$ cat src/sv/matrix_keypad_scanner_defines.svh
// Assertion macros shared by the keypad scanner RTL.
`ifndef MATRIX_KEYPAD_SCANNER_DEFINES_SVH
`define MATRIX_KEYPAD_SCANNER_DEFINES_SVH

// Same-cycle implication, sampled on clk, off during reset.
`define MKS_ASSERT_NOW(label, ante, cons) \
    label: assert property (@(posedge clk) disable iff (!rst_n) (ante) |-> (cons)) \
        else $error("keypad scanner assertion failed");

// Next-cycle implication, sampled on clk, off during reset.
`define MKS_ASSERT_NEXT(label, ante, cons) \
    label: assert property (@(posedge clk) disable iff (!rst_n) (ante) |=> (cons)) \
        else $error("keypad scanner assertion failed");

`endif

$ cat src/sv/mks_pkg.sv
// Types, constants and lookup functions for the keypad scanner.
package mks_pkg;

    localparam logic [3:0]  ROWS_IDLE     = 4'hF;
    localparam logic [3:0]  DRIVE_IDLE    = 4'hF;
    localparam logic [3:0]  DRIVE_ALL     = 4'h0;
    localparam logic [15:0] SETTLE_RESET  = 16'd50;

    typedef enum logic [1:0] {
        PH_SETTLE_PRE  = 2'd0,
        PH_RELEASE     = 2'd1,
        PH_SETTLE_POST = 2'd2,
        PH_SCAN        = 2'd3
    } phase_t;

    typedef struct packed {
        logic [3:0] col_drive;
        logic       key_valid;
        logic [4:0] key_index;
        logic [6:0] legend_char;
    } key_word_t;

    function automatic logic [3:0] column_drive(input logic [1:0] col);
        return ~(4'b0001 << col);
    endfunction

    // Highest active-low row wins; 0 when no row is low.
    function automatic logic [2:0] row_code(input logic [3:0] rows);
        logic [3:0] act;
        act = ~rows;
        priority if (act[3]) return 3'd4;
        else if (act[2]) return 3'd3;
        else if (act[1]) return 3'd2;
        else if (act[0]) return 3'd1;
        else return 3'd0;
    endfunction

    // Key 1 is the clear command and carries no character.
    function automatic logic [6:0] legend_of(input logic [4:0] key);
        logic [6:0] ch;
        unique case (key)
            5'd2:    ch = 7'h31; // '1'
            5'd3:    ch = 7'h34; // '4'
            5'd4:    ch = 7'h37; // '7'
            5'd5:    ch = 7'h30; // '0'
            5'd6:    ch = 7'h32; // '2'
            5'd7:    ch = 7'h35; // '5'
            5'd8:    ch = 7'h38; // '8'
            5'd9:    ch = 7'h3D; // '='
            5'd10:   ch = 7'h33; // '3'
            5'd11:   ch = 7'h36; // '6'
            5'd12:   ch = 7'h39; // '9'
            5'd13:   ch = 7'h2B; // '+'
            5'd14:   ch = 7'h2D; // '-'
            5'd15:   ch = 7'h78; // 'x'
            5'd16:   ch = 7'h2F; // '/'
            default: ch = 7'h00;
        endcase
        return ch;
    endfunction

endpackage

$ cat src/sv/mks_if.sv
// Valid/ready channel interfaces for row samples and key reports.
interface mks_row_if;
    logic       valid;
    logic       ready;
    logic [3:0] row_lines;

    modport source (output valid, output row_lines, input ready);
    modport sink   (input valid, input row_lines, output ready);
endinterface

interface mks_key_if;
    logic       valid;
    logic       ready;
    logic [3:0] col_drive;
    logic       key_valid;
    logic [4:0] key_index;
    logic [6:0] legend_char;

    modport source (output valid, output col_drive, output key_valid,
                    output key_index, output legend_char, input ready);
    modport sink   (input valid, input col_drive, input key_valid,
                    input key_index, input legend_char, output ready);
endinterface

$ cat src/sv/matrix_keypad_scanner.sv
// 4x4 matrix keypad scanner: settle, release wait, column scan, key report.
//
// Usage: row_in carries one sampled row nibble per scan tick (active-low rows).
// Each accepted word yields exactly one word on key_out: the column drive
// pattern to apply before the next sample, and, when a press is found, the
// key index (column*4 + row code) and its ASCII legend.
// cfg_we/cfg_data write the settle length in ticks; write only while idle.
// The result word is registered and appears in the cycle after its row word is accepted.
// Throughput: one word per cycle while key_out does not stall; the next-state and
// result logic is a single short combinational pass between the state/result registers.
// Stall: row_in.ready stays high while the result register is empty or being
// taken, so a stalled receiver holds one word and stops further input.
// Reset: scanner enters the pre-release settle wait, column 0, count 0,
// settle length 50, result register empty.
`include "matrix_keypad_scanner_defines.svh"

module matrix_keypad_scanner (
    input  logic          clk,
    input  logic          rst_n,
    input  logic          cfg_we,
    input  logic [15:0]   cfg_data,
    mks_row_if.sink       row_in,
    mks_key_if.source     key_out
);
    import mks_pkg::*;

    phase_t      phase_reg, phase_next;
    logic [1:0]  scan_column_reg, scan_column_next;
    logic [15:0] tick_count_reg, tick_count_next;
    logic [15:0] settle_ticks_reg;
    logic        out_valid_reg;
    key_word_t   out_word_reg, out_word_next;

    logic        in_accept;
    logic [16:0] tick_inc;
    logic        settle_hit;
    logic [4:0]  key_calc;

    assign row_in.ready = !out_valid_reg || key_out.ready;
    assign in_accept    = row_in.valid && row_in.ready;

    assign tick_inc   = {1'b0, tick_count_reg} + 17'd1;
    assign settle_hit = tick_inc >= {1'b0, settle_ticks_reg};
    assign key_calc   = {1'b0, scan_column_reg, 2'b00} + {2'b00, row_code(row_in.row_lines)};

    always_ff @(posedge clk or negedge rst_n)
    begin
        if (!rst_n)
        begin
            settle_ticks_reg <= SETTLE_RESET;
        end
        else if (cfg_we)
        begin
            settle_ticks_reg <= cfg_data;
        end
    end

    always_ff @(posedge clk or negedge rst_n)
    begin
        if (!rst_n)
        begin
            phase_reg       <= PH_SETTLE_PRE;
            scan_column_reg <= 2'd0;
            tick_count_reg  <= 16'd0;
        end
        else if (in_accept)
        begin
            phase_reg       <= phase_next;
            scan_column_reg <= scan_column_next;
            tick_count_reg  <= tick_count_next;
        end
    end

    always_comb
    begin
        phase_next       = phase_reg;
        scan_column_next = scan_column_reg;
        tick_count_next  = tick_count_reg;
        out_word_next    = '{col_drive: DRIVE_IDLE, key_valid: 1'b0,
                             key_index: 5'd0, legend_char: 7'd0};
        unique case (phase_reg)
            PH_SETTLE_PRE:
            begin
                if (settle_hit)
                begin
                    tick_count_next         = 16'd0;
                    phase_next              = PH_RELEASE;
                    out_word_next.col_drive = DRIVE_ALL;
                end
                else
                begin
                    tick_count_next = tick_inc[15:0];
                end
            end
            PH_RELEASE:
            begin
                if (row_in.row_lines == ROWS_IDLE)
                begin
                    phase_next      = PH_SETTLE_POST;
                    tick_count_next = 16'd0;
                end
                else
                begin
                    out_word_next.col_drive = DRIVE_ALL;
                end
            end
            PH_SETTLE_POST:
            begin
                if (settle_hit)
                begin
                    tick_count_next         = 16'd0;
                    phase_next              = PH_SCAN;
                    scan_column_next        = 2'd0;
                    out_word_next.col_drive = column_drive(2'd0);
                end
                else
                begin
                    tick_count_next = tick_inc[15:0];
                end
            end
            PH_SCAN:
            begin
                if (row_in.row_lines != ROWS_IDLE)
                begin
                    // report the press and restart from the first settle wait
                    out_word_next.key_valid   = 1'b1;
                    out_word_next.key_index   = key_calc;
                    out_word_next.legend_char = legend_of(key_calc);
                    phase_next                = PH_SETTLE_PRE;
                    tick_count_next           = 16'd0;
                    scan_column_next          = 2'd0;
                end
                else
                begin
                    scan_column_next        = scan_column_reg + 2'd1;
                    out_word_next.col_drive = column_drive(scan_column_reg + 2'd1);
                end
            end
            default:
            begin
                phase_next = PH_SETTLE_PRE;
            end
        endcase
    end

    always_ff @(posedge clk or negedge rst_n)
    begin
        if (!rst_n)
        begin
            out_valid_reg <= 1'b0;
        end
        else if (in_accept)
        begin
            out_valid_reg <= 1'b1;
        end
        else if (key_out.ready)
        begin
            out_valid_reg <= 1'b0;
        end
    end

    always_ff @(posedge clk)
    begin
        if (in_accept)
        begin
            out_word_reg <= out_word_next;
        end
    end

    assign key_out.valid       = out_valid_reg;
    assign key_out.col_drive   = out_word_reg.col_drive;
    assign key_out.key_valid   = out_word_reg.key_valid;
    assign key_out.key_index   = out_word_reg.key_index;
    assign key_out.legend_char = out_word_reg.legend_char;

    `MKS_ASSERT_NOW(a_col_zero_off_scan, phase_reg != PH_SCAN, scan_column_reg == 2'd0)
    `MKS_ASSERT_NOW(a_count_zero_outside_settle,
        phase_reg == PH_RELEASE || phase_reg == PH_SCAN, tick_count_reg == 16'd0)
    `MKS_ASSERT_NOW(a_report_shape, out_valid_reg && out_word_reg.key_valid,
        out_word_reg.key_index != 5'd0 && out_word_reg.col_drive == DRIVE_IDLE)
    `MKS_ASSERT_NEXT(a_press_restarts,
        in_accept && phase_reg == PH_SCAN && row_in.row_lines != ROWS_IDLE,
        phase_reg == PH_SETTLE_PRE && tick_count_reg == 16'd0 && out_word_reg.key_valid)

endmodule
$ cat src/flat_wrapper.sv
// flat-port wrapper written by rule: the top's interface ports become plain ports
module matrix_keypad_scanner_flat import mks_pkg::*;
  (clk, rst_n, cfg_we, cfg_data, row_in_valid, row_in_row_lines, row_in_ready, key_out_valid, key_out_col_drive, key_out_key_valid, key_out_key_index, key_out_legend_char, key_out_ready);
  mks_row_if row_in_i ();
  mks_key_if key_out_i ();
  input  logic clk;
  input  logic rst_n;
  input  logic cfg_we;
  input  logic [15:0] cfg_data;
  input wire logic [$bits(row_in_i.valid)-1:0] row_in_valid;
  input wire logic [$bits(row_in_i.row_lines)-1:0] row_in_row_lines;
  output wire logic [$bits(row_in_i.ready)-1:0] row_in_ready;
  output wire logic [$bits(key_out_i.valid)-1:0] key_out_valid;
  output wire logic [$bits(key_out_i.col_drive)-1:0] key_out_col_drive;
  output wire logic [$bits(key_out_i.key_valid)-1:0] key_out_key_valid;
  output wire logic [$bits(key_out_i.key_index)-1:0] key_out_key_index;
  output wire logic [$bits(key_out_i.legend_char)-1:0] key_out_legend_char;
  input wire logic [$bits(key_out_i.ready)-1:0] key_out_ready;
  assign row_in_i.valid = row_in_valid;
  assign row_in_i.row_lines = row_in_row_lines;
  assign row_in_ready = row_in_i.ready;
  assign key_out_valid = key_out_i.valid;
  assign key_out_col_drive = key_out_i.col_drive;
  assign key_out_key_valid = key_out_i.key_valid;
  assign key_out_key_index = key_out_i.key_index;
  assign key_out_legend_char = key_out_i.legend_char;
  assign key_out_i.ready = key_out_ready;
  matrix_keypad_scanner u_core (.clk(clk), .rst_n(rst_n), .cfg_we(cfg_we), .cfg_data(cfg_data), .row_in(row_in_i), .key_out(key_out_i));
endmodule
$ cat config.mk
export PLATFORM = sky130hd
export DESIGN_NAME = matrix_keypad_scanner_flat
export DESIGN_NICKNAME = d
export VERILOG_FILES = /design/src/sv/mks_pkg.sv /design/src/sv/mks_if.sv /design/src/sv/matrix_keypad_scanner.sv /design/src/flat_wrapper.sv
export VERILOG_INCLUDE_DIRS = /design/src /design/src/sv
export SDC_FILE = /design/constraint.sdc
export NUM_CORES = 1
export LEC_CHECK = 0
export BUFFER_PORTS_ARGS = -buffer_cell sky130_fd_sc_hd__clkbuf_2
export CAP_MARGIN = 30
export CORE_ASPECT_RATIO = 1.4
export CORE_MARGIN = 2
export CORE_UTILIZATION = 60
export DETAILED_ROUTE_END_ITERATION = 10
export GPL_TIMING_DRIVEN = 0
export PLACE_DENSITY = 0.9
export RECOVER_POWER = 100
export SYNTH_ARGS = -nofsm -noshare
export SYNTH_HDL_FRONTEND = slang
export SYNTH_SLANG_ARGS = --single-unit
$ cat constraint.sdc
create_clock -name clk -period 8.7 [get_ports clk]
set_clock_uncertainty 0.1 [all_clocks]
set_input_delay 1.74 -clock clk [delete_from_list [all_inputs] [get_ports clk]]
set_output_delay 1.74 -clock clk [all_outputs]
set_load 0.01 [all_outputs]
==> flow_summary_export.csv <==
group,metric,value,unit
outcome,status,"finished, violations left",
outcome,violations,"max-capacitance violations, max-slew violations",
floorplan,die_width,67.01,um
logic_synthesis,syn_area,0.003334,mm2
clock_tree,postCtsSetupRepairBufs,0,
worst_hold_path,hold_path_end,"u_core.settle_ticks_reg[4]",
power,finalPower,0.7482,mW
global_routing,grt_max_degree,38,
global_routing,antenna_found_initial,0,
clock_tree,worstSkewPairLatency,320,ps
detailed_routing,drt_wl_total,6.988,mm
sta,hold_violations,0,
setup_path,cp-end-kind,"register",
logic_synthesis,yosys.area.top_type,"dfrtp_1",
sta,fmax,237.9,MHz
power,p_per_area,202.7,mW/mm2
logic_synthesis,ys_seq_area_frac,0.4319,
clock_tree,cts-hold-fix-buffers,0,
logic_synthesis,synth-edff-count,17,
global_routing,track_usage,0.2451,
setup_path,critPathMaxFanout,10,
setup_path,path_buf_inv,3,
final_layout,area_delta_synth_final,10.69,%
logic_synthesis,synth_xor_area_frac,0.03677,
clock_tree,cts.clk_slew.worst_paths,100,ps
global_routing,grt_pass1_wl,11.63,mm
setup_path,r2r_slack,4500,ps
setup_path,crit_path_frequent_cell,"clkbuf_1",
detailed_routing,vias,2693,
floorplan,start_util,0.6124,
logic_synthesis,synth_top_family_by_area,"simple AND/OR/NAND/NOR gates",
detailed_routing,vias_per_cell,5.706,
final_layout,multi_input_area,0.001709,mm2
detailed_routing,drc,0,
placement,gp_congestion,0.7931,
logic_synthesis,synth_simple_gate_area_frac,0.1842,
logic_synthesis,async_flop_share,0.6852,
floorplan,die_area,0.006178,mm2
power,p_leak,1.717,nW
logic_synthesis,syn_nets,410,
worst_hold_path,hp-class,"register to register",
final_layout,fillers,425,
sta,rsz0062_at_grt,"false",
placement,port_buffers,43,
setup_path,r2r-end,"u_core.tick_count_reg[4]",
sta,finalCriticalPeriod,4204,ps
sta,finalHoldWorstSlack,416.1,ps
setup_path,critPathRequiredTime,8810,ps
clock_tree,cts_inserted_buffers,5,
final_layout,drive_gt1_frac,0.09653,
setup_path,crit_chain,"ha_1, nand3_1, or3_1, clkbuf_1, nor2_1, xor2_1, ha_1, nand3_1, nor3_1, o41a_1, clkbuf_1, clkbuf_1, nor3_1, a221o_1",
worst_hold_path,hold_path.startpoint,"u_core.settle_ticks_reg[4]",
floorplan,rows,32,
final_layout,seqCellArea,0.001440,mm2
floorplan,coreArea,0.005445,mm2
logic_synthesis,avgSynthCellArea,9.446,um2
setup_path,cpLargestDelayFamily,"simple AND/OR/NAND/NOR gates",
logic_synthesis,synth_top_flop_cell,"dfrtp_1",
clock_tree,cts_tree,"built",
logic_synthesis,yosysWarnings,0,
detailed_routing,drtIter0Drc,200,
setup_path,cp.arrival,4320,ps
worst_hold_path,whs_path_depth,2,
logic_synthesis,synth-seq-cells,54,
logic_synthesis,synth_top_area_frac,0.2552,
clock_tree,ctsLongestPathBuffers,2,
final_layout,finalNetCount,460,
setup_path,r2r_start,"u_core.tick_count_reg[0]",
sta,setup_viol,0,
clock_tree,clock-root-buffer,"clkbuf_8",
global_routing,top_usage_layer,"met2",
global_routing,grt_overflow,0,
floorplan,ios,44,
sta,slew_headroom,-0.3581,
setup_path,cpPeakStageDelay,470,ps
setup_path,cpMaxStageDelayCell,"clkbuf_1",
sta,maxSlewViolCount,38,
detailed_routing,antenna_left,0,
global_routing,use_met3,0.04294,
logic_synthesis,synth_adder_area_share,0.1201,
global_routing,first_global_vias,2603,
clock_tree,cts_resized,0,
clock_tree,cts_sinks,54,
final_layout,n_antenna_cell,0,
logic_synthesis,synthCells,353,
logic_synthesis,synth_mux_area_frac,0.01951,
floorplan,die_h,92.21,um
global_routing,met2_usage,0.4505,
power,peakVddDrop,105.6,uV
detailed_routing,drtPass1Iterations,4,
clock_tree,cts_max_level,2,
setup_path,startpoint_type,"register",
flow_run,drv_cap,1,
detailed_routing,wl_per_cell,14.81,um
setup_path,path_class,"register to register",
logic_synthesis,synth_area_leaders,"dfrtp_1 26%, edfxtp_1 15%, ha_1 12%, nand2_1 6.0%, o21ai_0 3.5%",
sta,worst_pin_slew,2037,ps
sta,period_share,0.4832,
sta,fin_setup_tns,0,ps
placement,hpwl,5.159,mm
setup_path,rr_worst_depth,14,
logic_synthesis,synth_compound_area_frac,0.1553,
logic_synthesis,synth.distinct_cells,51,
global_routing,gr-usage-met1,0.2663,
## per-stage QoR
stage / cell area (um2) / utilization / worst slack [ps] / cells
2_1_floorplan: 3334 / - / 4937 / 353
3_5_place_dp: 3635 / 0.6675 / 4746 / 464
6_report: 3691 / 0.6778 / 4496 / 472
4_1_cts: 3751 / 0.6889 / 4745 / 472
5_1_grt: 3691 / 0.6778 / 4151 / 472
3_3_place_gp: 3635 / 0.6675 / 4761 / 464
## tightest hold or removal path, stage by stage, from the launching register on
cell     delay [ps]
dfstp_2         380
inv_1            60
o21ai_0          80
## cells in the final DEF, fill, tap and decap left out, types with 7 or more instances in the layout
cell type  synthesis  routed
a21oi_1            7       7
inv_1             28      28
and3_1             8       8
nand3_1           11      12
o21ai_0           23      29
xnor2_1            9       9
clkbuf_2           0      19
o31ai_1           10      10
edfxtp_1          17      17
nor2_1            26      26
nor3_1             9       9
nand2_1           53      53
dfrtp_1           34      34
clkbuf_1           9      36
ha_1              32      32
## cell usage after synthesis (5+ instances only)
| cell | instances |
|---|---|
| xor2_1 | 5 |
| nor2_1 | 26 |
| clkbuf_1 | 9 |
| nand2_1 | 53 |
| and3_1 | 8 |
| nand3_1 | 11 |
| edfxtp_1 | 17 |
| a21oi_1 | 7 |
| o31ai_1 | 10 |
| dfrtp_1 | 34 |
| a32o_1 | 5 |
| o21ai_1 | 9 |
| xnor2_1 | 9 |
| inv_1 | 28 |
| o21ai_0 | 23 |
| nor3_1 | 9 |
| ha_1 | 32 |
## routing by layer
metal / vias up / wire length [um]
li1: 1345 / -
met1: 1268 / 2788
met2: 67 / 3780
met3: 13 / 252
met4: 0 / 166
met5: - / 0
## how the worst max path moves through the flow
stage / start / endpoint / slack [ps] / depth (start not counted)
final: u_core.tick_count_reg[0] / u_core.tick_count_reg[4] / 4500 / 14
after CTS: key_out_ready / row_in_ready / 4750 / 3
after floorplan: key_out_ready / row_in_ready / 4940 / 1
after global placement: key_out_ready / row_in_ready / 4760 / 3
after global routing: u_core.tick_count_reg[0] / u_core.tick_count_reg[12] / 4150 / 14
after detailed placement: key_out_ready / row_in_ready / 4750 / 3
## kinds of logic after synthesis
kind of cell,Yosys count
AND/OR/NAND/NOR,130
buffers and inverters,41
multiplexers,5
XOR/XNOR,14
AO/OA/AOI/OAI,77
flip-flops,54
adder cells (fa/ha/maj),32
## area by class of cell
class	count	area share
well taps	68	0.02305
clock buffers	5	0.01864
flip-flops and latches	54	0.3902
repair buffers	43	0.05017
multi-input cells	258	0.4631
plain buffers	13	0.01356
inverters	28	0.02847
clock inverters	3	0.01288
## power by group
group / total [mW] / internal [mW] / switching [mW]
Combinational: 0.251 / 0.0953 / 0.155
Sequential: 0.321 / 0.298 / 0.0233
Clock: 0.176 / 0.0879 / 0.0882
Total: 0.748 / 0.481 / 0.267
No activity file was read; power rests on OpenSTA's default activity.
